$ cat src/rtl/ffha_pkg.sv
package ffha_pkg;

    localparam int unsigned MAX_SEGMENTS = 64;
    localparam int unsigned HEADER_BYTES = 12;

    localparam int unsigned IDX_W  = $clog2(MAX_SEGMENTS);
    localparam int unsigned CNT_W  = $clog2(MAX_SEGMENTS + 1);
    localparam int unsigned SIZE_W = 25;
    localparam int unsigned ADDR_W = 32;
    localparam int unsigned REQ_W  = 24;

    localparam logic [SIZE_W-1:0] ALIGN_MASK = ~(SIZE_W'(3));

    localparam logic [1:0] OP_INIT  = 2'd0;
    localparam logic [1:0] OP_ALLOC = 2'd1;
    localparam logic [1:0] OP_FREE  = 2'd2;

    localparam logic REG_HEAP_BASE = 1'b0;
    localparam logic REG_HEAP_LEN  = 1'b1;

    typedef enum logic [1:0] {
        ST_OK      = 2'd0,
        ST_NOMEM   = 2'd1,
        ST_FULL    = 2'd2,
        ST_UNKNOWN = 2'd3
    } status_t;

    typedef enum logic [2:0] {
        S_IDLE,
        S_DISPATCH,
        S_SCAN,
        S_FREE_NX,
        S_SHUP,
        S_SPLIT_HI,
        S_SPLIT_LO,
        S_SHDN
    } state_t;

    typedef struct packed {
        logic              is_free;
        logic [SIZE_W-1:0] size;
    } seg_t;

    typedef enum logic [2:0] {
        RD_ZERO,
        RD_IDX1,
        RD_IDX2,
        RD_CNTM1,
        RD_SPM2,
        RD_SPP2
    } rd_sel_t;

    typedef enum logic [2:0] {
        WR_NONE,
        WR_INIT,
        WR_USED,
        WR_SHIFT,
        WR_SPLIT_HI,
        WR_SPLIT_LO,
        WR_FREE
    } wr_sel_t;

    typedef enum logic [2:0] {
        SP_HOLD,
        SP_LOAD_CNT,
        SP_LOAD_IDX1,
        SP_DEC,
        SP_INC
    } sp_op_t;

    typedef enum logic [1:0] {
        IDX_HOLD,
        IDX_CLR,
        IDX_INC
    } idx_op_t;

    typedef enum logic [1:0] {
        CNT_HOLD,
        CNT_ONE,
        CNT_INC,
        CNT_DEC
    } cnt_op_t;

    typedef enum logic [1:0] {
        ADDR_ZERO,
        ADDR_SCAN,
        ADDR_SAVED
    } addr_sel_t;

    typedef struct packed {
        logic      capture;
        rd_sel_t   rd_sel;
        wr_sel_t   wr_sel;
        sp_op_t    sp_op;
        idx_op_t   idx_op;
        cnt_op_t   cnt_op;
        logic      save_hit;
        logic      finish;
        status_t   res;
        addr_sel_t addr_sel;
    } cmd_t;

    typedef struct packed {
        logic [1:0] op;
        logic       count_zero;
        logic       null_free;
        logic       hit;
        logic       last;
        logic       split;
        logic       full;
        logic       shift_up;
        logic       shup_more;
        logic       merge;
        logic       shdn_need;
        logic       shdn_more;
    } sts_t;

endpackage

$ cat src/rtl/ffha_ctrl.sv
module ffha_ctrl (
    input  logic            clk,
    input  logic            rst_n,
    input  logic            start,
    input  ffha_pkg::sts_t  sts,
    output logic            busy,
    output ffha_pkg::cmd_t  cmd
);

    ffha_pkg::state_t state_reg;
    ffha_pkg::state_t state_next;

    always_ff @(posedge clk or negedge rst_n)
    begin
        if (!rst_n)
        begin
            state_reg <= ffha_pkg::S_IDLE;
        end
        else
        begin
            state_reg <= state_next;
        end
    end

    assign busy = (state_reg != ffha_pkg::S_IDLE);

    // next state
    always_comb
    begin
        state_next = state_reg;
        case (state_reg)
            ffha_pkg::S_IDLE:
            begin
                if (start)
                begin
                    state_next = ffha_pkg::S_DISPATCH;
                end
            end
            ffha_pkg::S_DISPATCH:
            begin
                state_next = ffha_pkg::S_IDLE;
                if ((sts.op == ffha_pkg::OP_ALLOC && !sts.count_zero) ||
                    (sts.op == ffha_pkg::OP_FREE && !sts.null_free && !sts.count_zero))
                begin
                    state_next = ffha_pkg::S_SCAN;
                end
            end
            ffha_pkg::S_SCAN:
            begin
                if (sts.hit)
                begin
                    if (sts.op == ffha_pkg::OP_FREE)
                    begin
                        state_next = ffha_pkg::S_FREE_NX;
                    end
                    else if (sts.split && !sts.full)
                    begin
                        state_next = sts.shift_up ? ffha_pkg::S_SHUP : ffha_pkg::S_SPLIT_HI;
                    end
                    else
                    begin
                        state_next = ffha_pkg::S_IDLE;
                    end
                end
                else if (sts.last)
                begin
                    state_next = ffha_pkg::S_IDLE;
                end
            end
            ffha_pkg::S_FREE_NX:
            begin
                state_next = (sts.merge && sts.shdn_need) ? ffha_pkg::S_SHDN : ffha_pkg::S_IDLE;
            end
            ffha_pkg::S_SHUP:
            begin
                if (!sts.shup_more)
                begin
                    state_next = ffha_pkg::S_SPLIT_HI;
                end
            end
            ffha_pkg::S_SPLIT_HI:
            begin
                state_next = ffha_pkg::S_SPLIT_LO;
            end
            ffha_pkg::S_SPLIT_LO:
            begin
                state_next = ffha_pkg::S_IDLE;
            end
            ffha_pkg::S_SHDN:
            begin
                if (!sts.shdn_more)
                begin
                    state_next = ffha_pkg::S_IDLE;
                end
            end
            default:
            begin
                state_next = ffha_pkg::S_IDLE;
            end
        endcase
    end

    // commands to the datapath
    always_comb
    begin
        cmd          = '0;
        cmd.rd_sel   = ffha_pkg::RD_ZERO;
        cmd.wr_sel   = ffha_pkg::WR_NONE;
        cmd.sp_op    = ffha_pkg::SP_HOLD;
        cmd.idx_op   = ffha_pkg::IDX_HOLD;
        cmd.cnt_op   = ffha_pkg::CNT_HOLD;
        cmd.res      = ffha_pkg::ST_OK;
        cmd.addr_sel = ffha_pkg::ADDR_ZERO;
        case (state_reg)
            ffha_pkg::S_IDLE:
            begin
                cmd.capture = start;
            end
            ffha_pkg::S_DISPATCH:
            begin
                case (sts.op)
                    ffha_pkg::OP_INIT:
                    begin
                        cmd.wr_sel = ffha_pkg::WR_INIT;
                        cmd.cnt_op = ffha_pkg::CNT_ONE;
                        cmd.finish = 1'b1;
                    end
                    ffha_pkg::OP_ALLOC:
                    begin
                        if (sts.count_zero)
                        begin
                            cmd.finish = 1'b1;
                            cmd.res    = ffha_pkg::ST_NOMEM;
                        end
                        else
                        begin
                            cmd.idx_op = ffha_pkg::IDX_CLR;
                        end
                    end
                    ffha_pkg::OP_FREE:
                    begin
                        if (sts.null_free)
                        begin
                            cmd.finish = 1'b1;
                        end
                        else if (sts.count_zero)
                        begin
                            cmd.finish = 1'b1;
                            cmd.res    = ffha_pkg::ST_UNKNOWN;
                        end
                        else
                        begin
                            cmd.idx_op = ffha_pkg::IDX_CLR;
                        end
                    end
                    default:
                    begin
                        cmd.finish = 1'b1;
                    end
                endcase
            end
            ffha_pkg::S_SCAN:
            begin
                if (sts.hit)
                begin
                    cmd.save_hit = 1'b1;
                    if (sts.op == ffha_pkg::OP_FREE)
                    begin
                        cmd.rd_sel = ffha_pkg::RD_IDX1;
                    end
                    else if (sts.split)
                    begin
                        if (sts.full)
                        begin
                            cmd.finish = 1'b1;
                            cmd.res    = ffha_pkg::ST_FULL;
                        end
                        else if (sts.shift_up)
                        begin
                            cmd.sp_op  = ffha_pkg::SP_LOAD_CNT;
                            cmd.rd_sel = ffha_pkg::RD_CNTM1;
                        end
                    end
                    else
                    begin
                        cmd.wr_sel   = ffha_pkg::WR_USED;
                        cmd.finish   = 1'b1;
                        cmd.addr_sel = ffha_pkg::ADDR_SCAN;
                    end
                end
                else if (sts.last)
                begin
                    cmd.finish = 1'b1;
                    cmd.res    = (sts.op == ffha_pkg::OP_FREE) ? ffha_pkg::ST_UNKNOWN
                                                               : ffha_pkg::ST_NOMEM;
                end
                else
                begin
                    cmd.idx_op = ffha_pkg::IDX_INC;
                    cmd.rd_sel = ffha_pkg::RD_IDX1;
                end
            end
            ffha_pkg::S_FREE_NX:
            begin
                cmd.wr_sel = ffha_pkg::WR_FREE;
                if (sts.merge && sts.shdn_need)
                begin
                    cmd.sp_op  = ffha_pkg::SP_LOAD_IDX1;
                    cmd.rd_sel = ffha_pkg::RD_IDX2;
                end
                else
                begin
                    cmd.cnt_op = sts.merge ? ffha_pkg::CNT_DEC : ffha_pkg::CNT_HOLD;
                    cmd.finish = 1'b1;
                end
            end
            ffha_pkg::S_SHUP:
            begin
                cmd.wr_sel = ffha_pkg::WR_SHIFT;
                cmd.rd_sel = ffha_pkg::RD_SPM2;
                cmd.sp_op  = ffha_pkg::SP_DEC;
            end
            ffha_pkg::S_SPLIT_HI:
            begin
                cmd.wr_sel = ffha_pkg::WR_SPLIT_HI;
            end
            ffha_pkg::S_SPLIT_LO:
            begin
                cmd.wr_sel   = ffha_pkg::WR_SPLIT_LO;
                cmd.cnt_op   = ffha_pkg::CNT_INC;
                cmd.finish   = 1'b1;
                cmd.addr_sel = ffha_pkg::ADDR_SAVED;
            end
            ffha_pkg::S_SHDN:
            begin
                cmd.wr_sel = ffha_pkg::WR_SHIFT;
                cmd.rd_sel = ffha_pkg::RD_SPP2;
                cmd.sp_op  = ffha_pkg::SP_INC;
                if (!sts.shdn_more)
                begin
                    cmd.cnt_op = ffha_pkg::CNT_DEC;
                    cmd.finish = 1'b1;
                end
            end
            default:
            begin
                cmd.finish = 1'b0;
            end
        endcase
    end

endmodule

$ cat src/rtl/ffha_datapath.sv
module ffha_datapath (
    input  logic                         clk,
    input  logic                         rst_n,
    input  logic                         write_enable,
    input  logic                         register_index,
    input  logic [ffha_pkg::ADDR_W-1:0]  write_data,
    input  logic [1:0]                   opcode,
    input  logic [ffha_pkg::REQ_W-1:0]   request_size,
    input  logic [ffha_pkg::ADDR_W-1:0]  free_address,
    input  ffha_pkg::cmd_t               cmd,
    output ffha_pkg::sts_t               sts,
    output logic                         done,
    output logic [ffha_pkg::ADDR_W-1:0]  address,
    output logic [1:0]                   status
);

    localparam int unsigned IW = ffha_pkg::IDX_W;
    localparam int unsigned CW = ffha_pkg::CNT_W;
    localparam int unsigned SW = ffha_pkg::SIZE_W;
    localparam int unsigned AW = ffha_pkg::ADDR_W;

    // segment table, one write and one registered read per cycle
    ffha_pkg::seg_t seg_mem [ffha_pkg::MAX_SEGMENTS];
    ffha_pkg::seg_t rdata_reg;

    logic [AW-1:0]                heap_base_reg, heap_base_next;
    logic [SW-1:0]                heap_len_reg, heap_len_next;
    logic [CW-1:0]                count_reg, count_next;
    logic                         done_reg, done_next;
    logic [1:0]                   op_reg, op_next;
    logic [ffha_pkg::REQ_W-1:0]   req_reg, req_next;
    logic [AW-1:0]                fa_reg, fa_next;
    logic [IW-1:0]                idx_reg, idx_next;
    logic [AW-1:0]                off_reg, off_next;
    logic [CW-1:0]                sp_reg, sp_next;
    logic [SW-1:0]                hit_size_reg, hit_size_next;
    logic [AW-1:0]                grant_reg, grant_next;
    logic [AW-1:0]                address_reg, address_next;
    logic [1:0]                   status_reg, status_next;

    logic [SW-1:0]   need;
    logic [AW-1:0]   scan_addr;
    logic            fit;
    logic [IW-1:0]   raddr;
    logic [IW-1:0]   waddr;
    logic            we;
    ffha_pkg::seg_t  wdata;

    assign need      = (SW'(req_reg) + SW'(3)) & ffha_pkg::ALIGN_MASK;
    assign scan_addr = heap_base_reg + off_reg + AW'(ffha_pkg::HEADER_BYTES);
    assign fit       = rdata_reg.is_free && (rdata_reg.size >= need);

    always_comb
    begin
        sts            = '0;
        sts.op         = op_reg;
        sts.count_zero = (count_reg == '0);
        sts.null_free  = (fa_reg == '0);
        sts.hit        = (op_reg == ffha_pkg::OP_ALLOC) ? fit : (scan_addr == fa_reg);
        sts.last       = ((CW'(idx_reg) + CW'(1)) >= count_reg);
        sts.split      = ({1'b0, rdata_reg.size} >=
                          ({1'b0, need} + (SW+1)'(ffha_pkg::HEADER_BYTES + 4)));
        sts.full       = (count_reg >= CW'(ffha_pkg::MAX_SEGMENTS));
        sts.shift_up   = (count_reg > (CW'(idx_reg) + CW'(1)));
        sts.shup_more  = ((CW+1)'(sp_reg) > ((CW+1)'(idx_reg) + (CW+1)'(2)));
        sts.merge      = !sts.last && rdata_reg.is_free;
        sts.shdn_need  = (((CW+1)'(idx_reg) + (CW+1)'(2)) < (CW+1)'(count_reg));
        sts.shdn_more  = (((CW+1)'(sp_reg) + (CW+1)'(2)) < (CW+1)'(count_reg));
    end

    // read address
    always_comb
    begin
        case (cmd.rd_sel)
            ffha_pkg::RD_ZERO:  raddr = '0;
            ffha_pkg::RD_IDX1:  raddr = idx_reg + IW'(1);
            ffha_pkg::RD_IDX2:  raddr = idx_reg + IW'(2);
            ffha_pkg::RD_CNTM1: raddr = IW'(count_reg - CW'(1));
            ffha_pkg::RD_SPM2:  raddr = IW'(sp_reg - CW'(2));
            ffha_pkg::RD_SPP2:  raddr = IW'(sp_reg + CW'(2));
            default:            raddr = '0;
        endcase
    end

    // write port
    always_comb
    begin
        we    = 1'b1;
        waddr = idx_reg;
        wdata = rdata_reg;
        case (cmd.wr_sel)
            ffha_pkg::WR_INIT:
            begin
                waddr         = '0;
                wdata.is_free = 1'b1;
                wdata.size    = (heap_len_reg > SW'(ffha_pkg::HEADER_BYTES)) ?
                                (heap_len_reg - SW'(ffha_pkg::HEADER_BYTES)) : '0;
            end
            ffha_pkg::WR_USED:
            begin
                wdata.is_free = 1'b0;
            end
            ffha_pkg::WR_SHIFT:
            begin
                waddr = sp_reg[IW-1:0];
            end
            ffha_pkg::WR_SPLIT_HI:
            begin
                waddr         = idx_reg + IW'(1);
                wdata.is_free = 1'b1;
                wdata.size    = hit_size_reg - need - SW'(ffha_pkg::HEADER_BYTES);
            end
            ffha_pkg::WR_SPLIT_LO:
            begin
                wdata.is_free = 1'b0;
                wdata.size    = need;
            end
            ffha_pkg::WR_FREE:
            begin
                // forward merge wraps to the size field width
                wdata.is_free = 1'b1;
                wdata.size    = sts.merge ?
                                (hit_size_reg + rdata_reg.size + SW'(ffha_pkg::HEADER_BYTES)) :
                                hit_size_reg;
            end
            default:
            begin
                we = 1'b0;
            end
        endcase
    end

    always_ff @(posedge clk)
    begin
        if (we)
        begin
            seg_mem[waddr] <= wdata;
        end
        rdata_reg <= seg_mem[raddr];
    end

    always_comb
    begin
        heap_base_next = heap_base_reg;
        heap_len_next  = heap_len_reg;
        if (write_enable)
        begin
            if (register_index == ffha_pkg::REG_HEAP_BASE)
            begin
                heap_base_next = write_data;
            end
            else
            begin
                heap_len_next = write_data[SW-1:0];
            end
        end

        op_next  = op_reg;
        req_next = req_reg;
        fa_next  = fa_reg;
        if (cmd.capture)
        begin
            op_next  = opcode;
            req_next = request_size;
            fa_next  = free_address;
        end

        idx_next = idx_reg;
        off_next = off_reg;
        case (cmd.idx_op)
            ffha_pkg::IDX_CLR:
            begin
                idx_next = '0;
                off_next = '0;
            end
            ffha_pkg::IDX_INC:
            begin
                idx_next = idx_reg + IW'(1);
                off_next = off_reg + AW'(ffha_pkg::HEADER_BYTES) + AW'(rdata_reg.size);
            end
            default:
            begin
                idx_next = idx_reg;
            end
        endcase

        case (cmd.sp_op)
            ffha_pkg::SP_LOAD_CNT:  sp_next = count_reg;
            ffha_pkg::SP_LOAD_IDX1: sp_next = CW'(idx_reg) + CW'(1);
            ffha_pkg::SP_DEC:       sp_next = sp_reg - CW'(1);
            ffha_pkg::SP_INC:       sp_next = sp_reg + CW'(1);
            default:                sp_next = sp_reg;
        endcase

        case (cmd.cnt_op)
            ffha_pkg::CNT_ONE: count_next = CW'(1);
            ffha_pkg::CNT_INC: count_next = count_reg + CW'(1);
            ffha_pkg::CNT_DEC: count_next = count_reg - CW'(1);
            default:           count_next = count_reg;
        endcase

        hit_size_next = hit_size_reg;
        grant_next    = grant_reg;
        if (cmd.save_hit)
        begin
            hit_size_next = rdata_reg.size;
            grant_next    = scan_addr;
        end

        done_next    = cmd.finish;
        address_next = address_reg;
        status_next  = status_reg;
        if (cmd.finish)
        begin
            status_next = cmd.res;
            case (cmd.addr_sel)
                ffha_pkg::ADDR_SCAN:  address_next = scan_addr;
                ffha_pkg::ADDR_SAVED: address_next = grant_reg;
                default:              address_next = '0;
            endcase
        end
    end

    always_ff @(posedge clk or negedge rst_n)
    begin
        if (!rst_n)
        begin
            heap_base_reg <= AW'(1048576);
            heap_len_reg  <= SW'(65536);
            count_reg     <= '0;
            done_reg      <= 1'b0;
        end
        else
        begin
            heap_base_reg <= heap_base_next;
            heap_len_reg  <= heap_len_next;
            count_reg     <= count_next;
            done_reg      <= done_next;
        end
    end

    always_ff @(posedge clk)
    begin
        op_reg       <= op_next;
        req_reg      <= req_next;
        fa_reg       <= fa_next;
        idx_reg      <= idx_next;
        off_reg      <= off_next;
        sp_reg       <= sp_next;
        hit_size_reg <= hit_size_next;
        grant_reg    <= grant_next;
        address_reg  <= address_next;
        status_reg   <= status_next;
    end

    assign done    = done_reg;
    assign address = address_reg;
    assign status  = status_reg;

endmodule

$ cat src/rtl/first_fit_heap_allocator.sv
// first-fit heap allocator with split and forward coalesce
//
// command channel: a transaction is taken at a rising edge with start high
// and busy low; opcode, request_size and free_address are sampled then.
// opcode 0 initialises the heap, 1 allocates, 2 frees a payload address.
// result channel: done is high for exactly one cycle with address and
// status; the receiver cannot stall, so the result is simply presented.
// one result per transaction, and busy is already low while done is shown.
// sequence: init, null free, unused opcode and early failures finish in the
// dispatch state, done following in the cycle after; allocate and free walk
// the segment table one entry per cycle, set by the single read port of the
// table memory; a split then moves later entries up one per cycle, writes the
// upper free part, then the granted part; a free writes the freed entry, then
// a merge moves any later entries down one per cycle; the walk stops at the hit.
// one command at a time. configuration: write_enable, register_index (0 heap
// base, 1 heap length) and write_data, taken at any edge with write_enable
// high; users must write only while idle; the block does not enforce it.
// reset: the segment table is empty (heap not initialised), heap base and
// heap length take their defaults; the table memory itself is not cleared.
module first_fit_heap_allocator (
    input  logic                         clk,
    input  logic                         rst_n,
    input  logic                         start,
    output logic                         busy,
    input  logic [1:0]                   opcode,
    input  logic [ffha_pkg::REQ_W-1:0]   request_size,
    input  logic [ffha_pkg::ADDR_W-1:0]  free_address,
    output logic                         done,
    output logic [ffha_pkg::ADDR_W-1:0]  address,
    output logic [1:0]                   status,
    input  logic                         write_enable,
    input  logic                         register_index,
    input  logic [ffha_pkg::ADDR_W-1:0]  write_data
);

    // command and status between sequencer and table datapath
    ffha_pkg::cmd_t cmd;
    ffha_pkg::sts_t sts;

    // sequencer: dispatch, scan, free, shift and split steps
    ffha_ctrl u_ctrl (
        .clk   (clk),
        .rst_n (rst_n),
        .start (start),
        .sts   (sts),
        .busy  (busy),
        .cmd   (cmd)
    );

    // table memory, address accumulator, config and result registers
    ffha_datapath u_dp (
        .clk            (clk),
        .rst_n          (rst_n),
        .write_enable   (write_enable),
        .register_index (register_index),
        .write_data     (write_data),
        .opcode         (opcode),
        .request_size   (request_size),
        .free_address   (free_address),
        .cmd            (cmd),
        .sts            (sts),
        .done           (done),
        .address        (address),
        .status         (status)
    );

endmodule

$ cat config.mk
export PLATFORM = sky130hd
export DESIGN_NAME = first_fit_heap_allocator
export DESIGN_NICKNAME = d
export VERILOG_FILES = /design/src/rtl/ffha_pkg.sv /design/src/rtl/ffha_ctrl.sv /design/src/rtl/ffha_datapath.sv /design/src/rtl/first_fit_heap_allocator.sv
export SDC_FILE = /design/constraint.sdc
export NUM_CORES = 2
export LEC_CHECK = 0
export ABC_AREA = 1
export BUFFER_PORTS_ARGS = -buffer_cell sky130_fd_sc_hd__clkbuf_2
export CORE_UTILIZATION = 35
export CTS_CLUSTER_DIAMETER = 80
export DETAILED_ROUTE_END_ITERATION = 7
export PLACE_DENSITY = 0.57
export SLEW_MARGIN = 20
export SYNTH_ARGS = -nofsm -noshare
export SYNTH_HDL_FRONTEND = slang
export SYNTH_HIERARCHICAL = 1
export SYNTH_SLANG_ARGS = --single-unit
$ cat constraint.sdc
create_clock -name clk -period 6.92 [get_ports clk]
set_input_delay 1.038 -clock clk [delete_from_list [all_inputs] [get_ports clk]]
set_output_delay 1.038 -clock clk [all_outputs]
set_load 0.02 [all_outputs]
==> summary.txt <==
Status
  • Status: finished clean

Timing
  • Final TNS setup: 0 ns
  • Final period util: 95.43%
  • Final max-slew violation count: 0
  • Achievable Freq: 0.1514 GHz
  • Final Hold Viols: 0
  • Setup violators final: 0
  • Clock skew: 0.1248 ns
  • Slew @ Worst Pin: 0.9912 ns
  • RSZ-0062 raised after global routing: yes
  • Hold Worst Slack: 0.3027 ns
  • Final Critical Period: 6.604 ns
  • Final worst slack: 0.3161 ns
  • Relative slew slack: 33.36%

Power
  • Peak supply drop: 517.5 uV
  • Pwr per Cell Area: 428.0 nW/um^2
  • Lkg Pwr: 0.04198 uW

Final layout
  • Fill cell count: 24630
  • Max reg flops: 1664
  • Layout cells sized above 1: 12.88%
  • Synth-to-layout area growth: 19.67%
  • Largest Register: u_dp/seg_mem
  • Final net count: 9672
  • Final core occ: 42.28%
  • Filler-free cell count of the finished design: 12950

Setup path
  • Worst path max stage delay: 0.37 ns
  • Setup Crit Path Kind: register to register
  • Reg2reg path depth: 49
  • Arrival @ worst endpoint: 7.44 ns
  • Crit. End Element: register
  • Reg2reg start: u_dp/req_reg[1]
  • Worst path required time: 7.76 ns
  • Most used cell, CP: nand2_1
  • Slowest cell on the critical path: edfxtp_1
  • R2R setup slack: 0.32 ns
  • Critical path fanouts, max: 28
  • FF-to-FF End: u_dp/rdata_reg[23]
  • CP Launch Type: register

Logic synthesis
  • Top_reg_cell synth: edfxtp_1
  • Sequential element share of the synthesized area: 63.00%
  • Count leader, synth: edfxtp_1
  • Biggest area consumer among synthesized cells: edfxtp_1
  • Synth Area in Simple Gates: 19.45%
  • Post-synth ARST share: 3.484%
  • Post-Synth Adder-Cell Area: 4.109%
  • Mux share of post-synthesis cell area: 0.08559%
  • Synth top area cells: edfxtp_1, nand3_1, nand2_1, o21ai_0, ha_1
  • Synth top area share: 60.58%
  • Main combinational cell family by area after synthesis: simple AND/OR/NAND/NOR gates
  • Commonest cells in the netlist: edfxtp_1, nand2_1, nand3_1
  • Net Count, Synth: 9231
  • Cells after synthesis: 8836
  • #FFs+latches synth: 1952
  • Netlist cell types: 61
  • YS warnings: 6
  • Synth Area in XOR/XNOR: 0.9225%
  • Number of synthesized flops with an enable pin: 1858
  • Avg Inst Size Synth: 10.42 um^2
  • Synth Area in Compound Gates: 7.883%
  • Post-Syn Area: 92090 um^2

CTS
  • Root Driver: clkbuf_16
  • TritonCTS clock tree: built
  • Clk Latency, worst-skew pair: 0.91 ns
  • Num CTS Buffers: 208
  • CTS max path bufs: 3
  • # hold bufs at CTS: 0
  • H-Tree Depth: 4
  • Clk pin slew, worst setup/hold paths: 0.06 ns
  • CTS sink count: 1952

Job
  • Max Cap Violations: 0

Global routing
  • Overflow after GRT: 0
  • Number of global-route vias before repair: 68460
  • Gr usage total: 23.51%
  • Largest net degree at the start of global routing: 69
  • First-pass GRT wire length: 463800 um
  • Antenna violations before repair: 6

Drt
  • Via total after detailed routing: 72090
  • Initial DRC Count: 8345
  • Via-to-Cell Ratio: 5.566
  • DRT antenna net count: 0
  • First drt pass iteration count: 7
  • Final WL: 322300 um
  • Number of remaining DRC errors: 0
  • Average wire per standard cell: 24.88 um

Placement
  • # port buffers: 130
  • Placed Instances: 12530
  • DP HPWL: 210300 um
  • Pre-CTS setup slack: -0.1168 ns
  • GP Congestion: 0.9401

Die
  • FP Rows: 187
  • Core ar.: 260600 um^2
  • Die outline height: 515.0 um
  • I/O pin cnt: 131
  • Initial Utilization: 35.33%
  • Die width: 515.0 um
  • Die area: 265200 um^2

Hold path
  • Hold WC Path Type: input pin to asynchronous set/reset pin
-- cell type report --
type                    instances  area [um^2]  area share (%)
diodes                          4        10.01        0.009082
clock inverters               130         1563           1.418
well taps                    3496         4374           3.969
repair buffers                723         8087           7.337
multi-input cells            5857        30700           27.85
flip-flops and latches       1952        58020           52.64
clock buffers                 256         5425           4.923
inverters                     535         2036           1.847
-- routing by layer --
metal	vias to the layer above	wire [um]	global-route usage, %	share of wire (%)
li1	32400	-	-	-
met4	0	12590	8.408	3.9
met1	35580	132000	31.70	41
met5	-	0	0	0
met2	3586	150500	38.35	47
met3	526	27170	3.494	8.4
-- worst max path at each step --
stage,cells past startpoint,to,startpoint
after floorplan,31,u_dp/seg_mem[0][2],u_dp/off_reg[1]
after global placement,45,u_dp/rdata_reg[25],u_dp/req_reg[0]
after detailed placement,45,u_dp/rdata_reg[25],u_dp/req_reg[1]
after CTS,49,u_dp/rdata_reg[2],u_dp/req_reg[1]
after global routing,44,u_dp/rdata_reg[23],u_dp/req_reg[0]
final,49,u_dp/rdata_reg[23],u_dp/req_reg[1]
-- metrics by stage --
step	power (uW)	instance area [um^2]
5_1_grt	48970	110200
3_5_place_dp	35490	102300
6_report	47180	110200
4_1_cts	46870	109300
3_3_place_gp	35340	102300
2_1_floorplan	26770	92090
-- critical path: cells and delay by family (launching register included) --
family | cells | cell delay [ns]
AO/OA/AOI/OAI | 3 | 0.46
AND/OR/NAND/NOR | 29 | 3.16
flip-flops | 1 | 0.37
buffers and inverters | 15 | 2.03
adder cells (fa/ha/maj) | 2 | 0.51
-- power breakdown --
group	total (uW)	leakage [uW]	internal, uW	switching [uW]
Sequential	18000	0.0179	17300	749
Clock	11400	0.00340	6510	4890
Combinational	17800	0.0207	4880	12900
-- cell families after synthesis --
| kind of cell | Yosys count |
|---|---|
| simple gates | 4080 |
| flops | 1952 |
| compound gates | 1381 |
| buf+inv | 1027 |
| fa+ha+maj | 300 |
| xor+xnor | 89 |
| mux | 7 |
-- what timing repair did --
action | in CTS | in global routing
resized for setup | 7 | 78
pin swaps | 1 | 10
buffers inserted | 2 | 22
cloned | 0 | 14
endpoints found under the setup margin | 17 | 1360
-- layout by cell type (no fill, tap or decap), types with 27 or more instances in the layout --
cell type,n
nand3_2,29
nor2_4,47
nor2_2,33
buf_12,195
o21ai_0,1013
nor3_1,43
dfrtp_1,66
clkbuf_1,44
nor2_1,296
clkinv_2,44
clkbuf_2,129
clkbuf_16,222
clkinv_1,38
buf_4,359
nand2_1,1791
nand4_1,56
edfxtp_1,1858
inv_1,517
nand3_1,1718
xor2_1,57
ha_1,295
xnor2_1,27
a21oi_1,220
No activity file was read; power rests on OpenSTA's default activity.
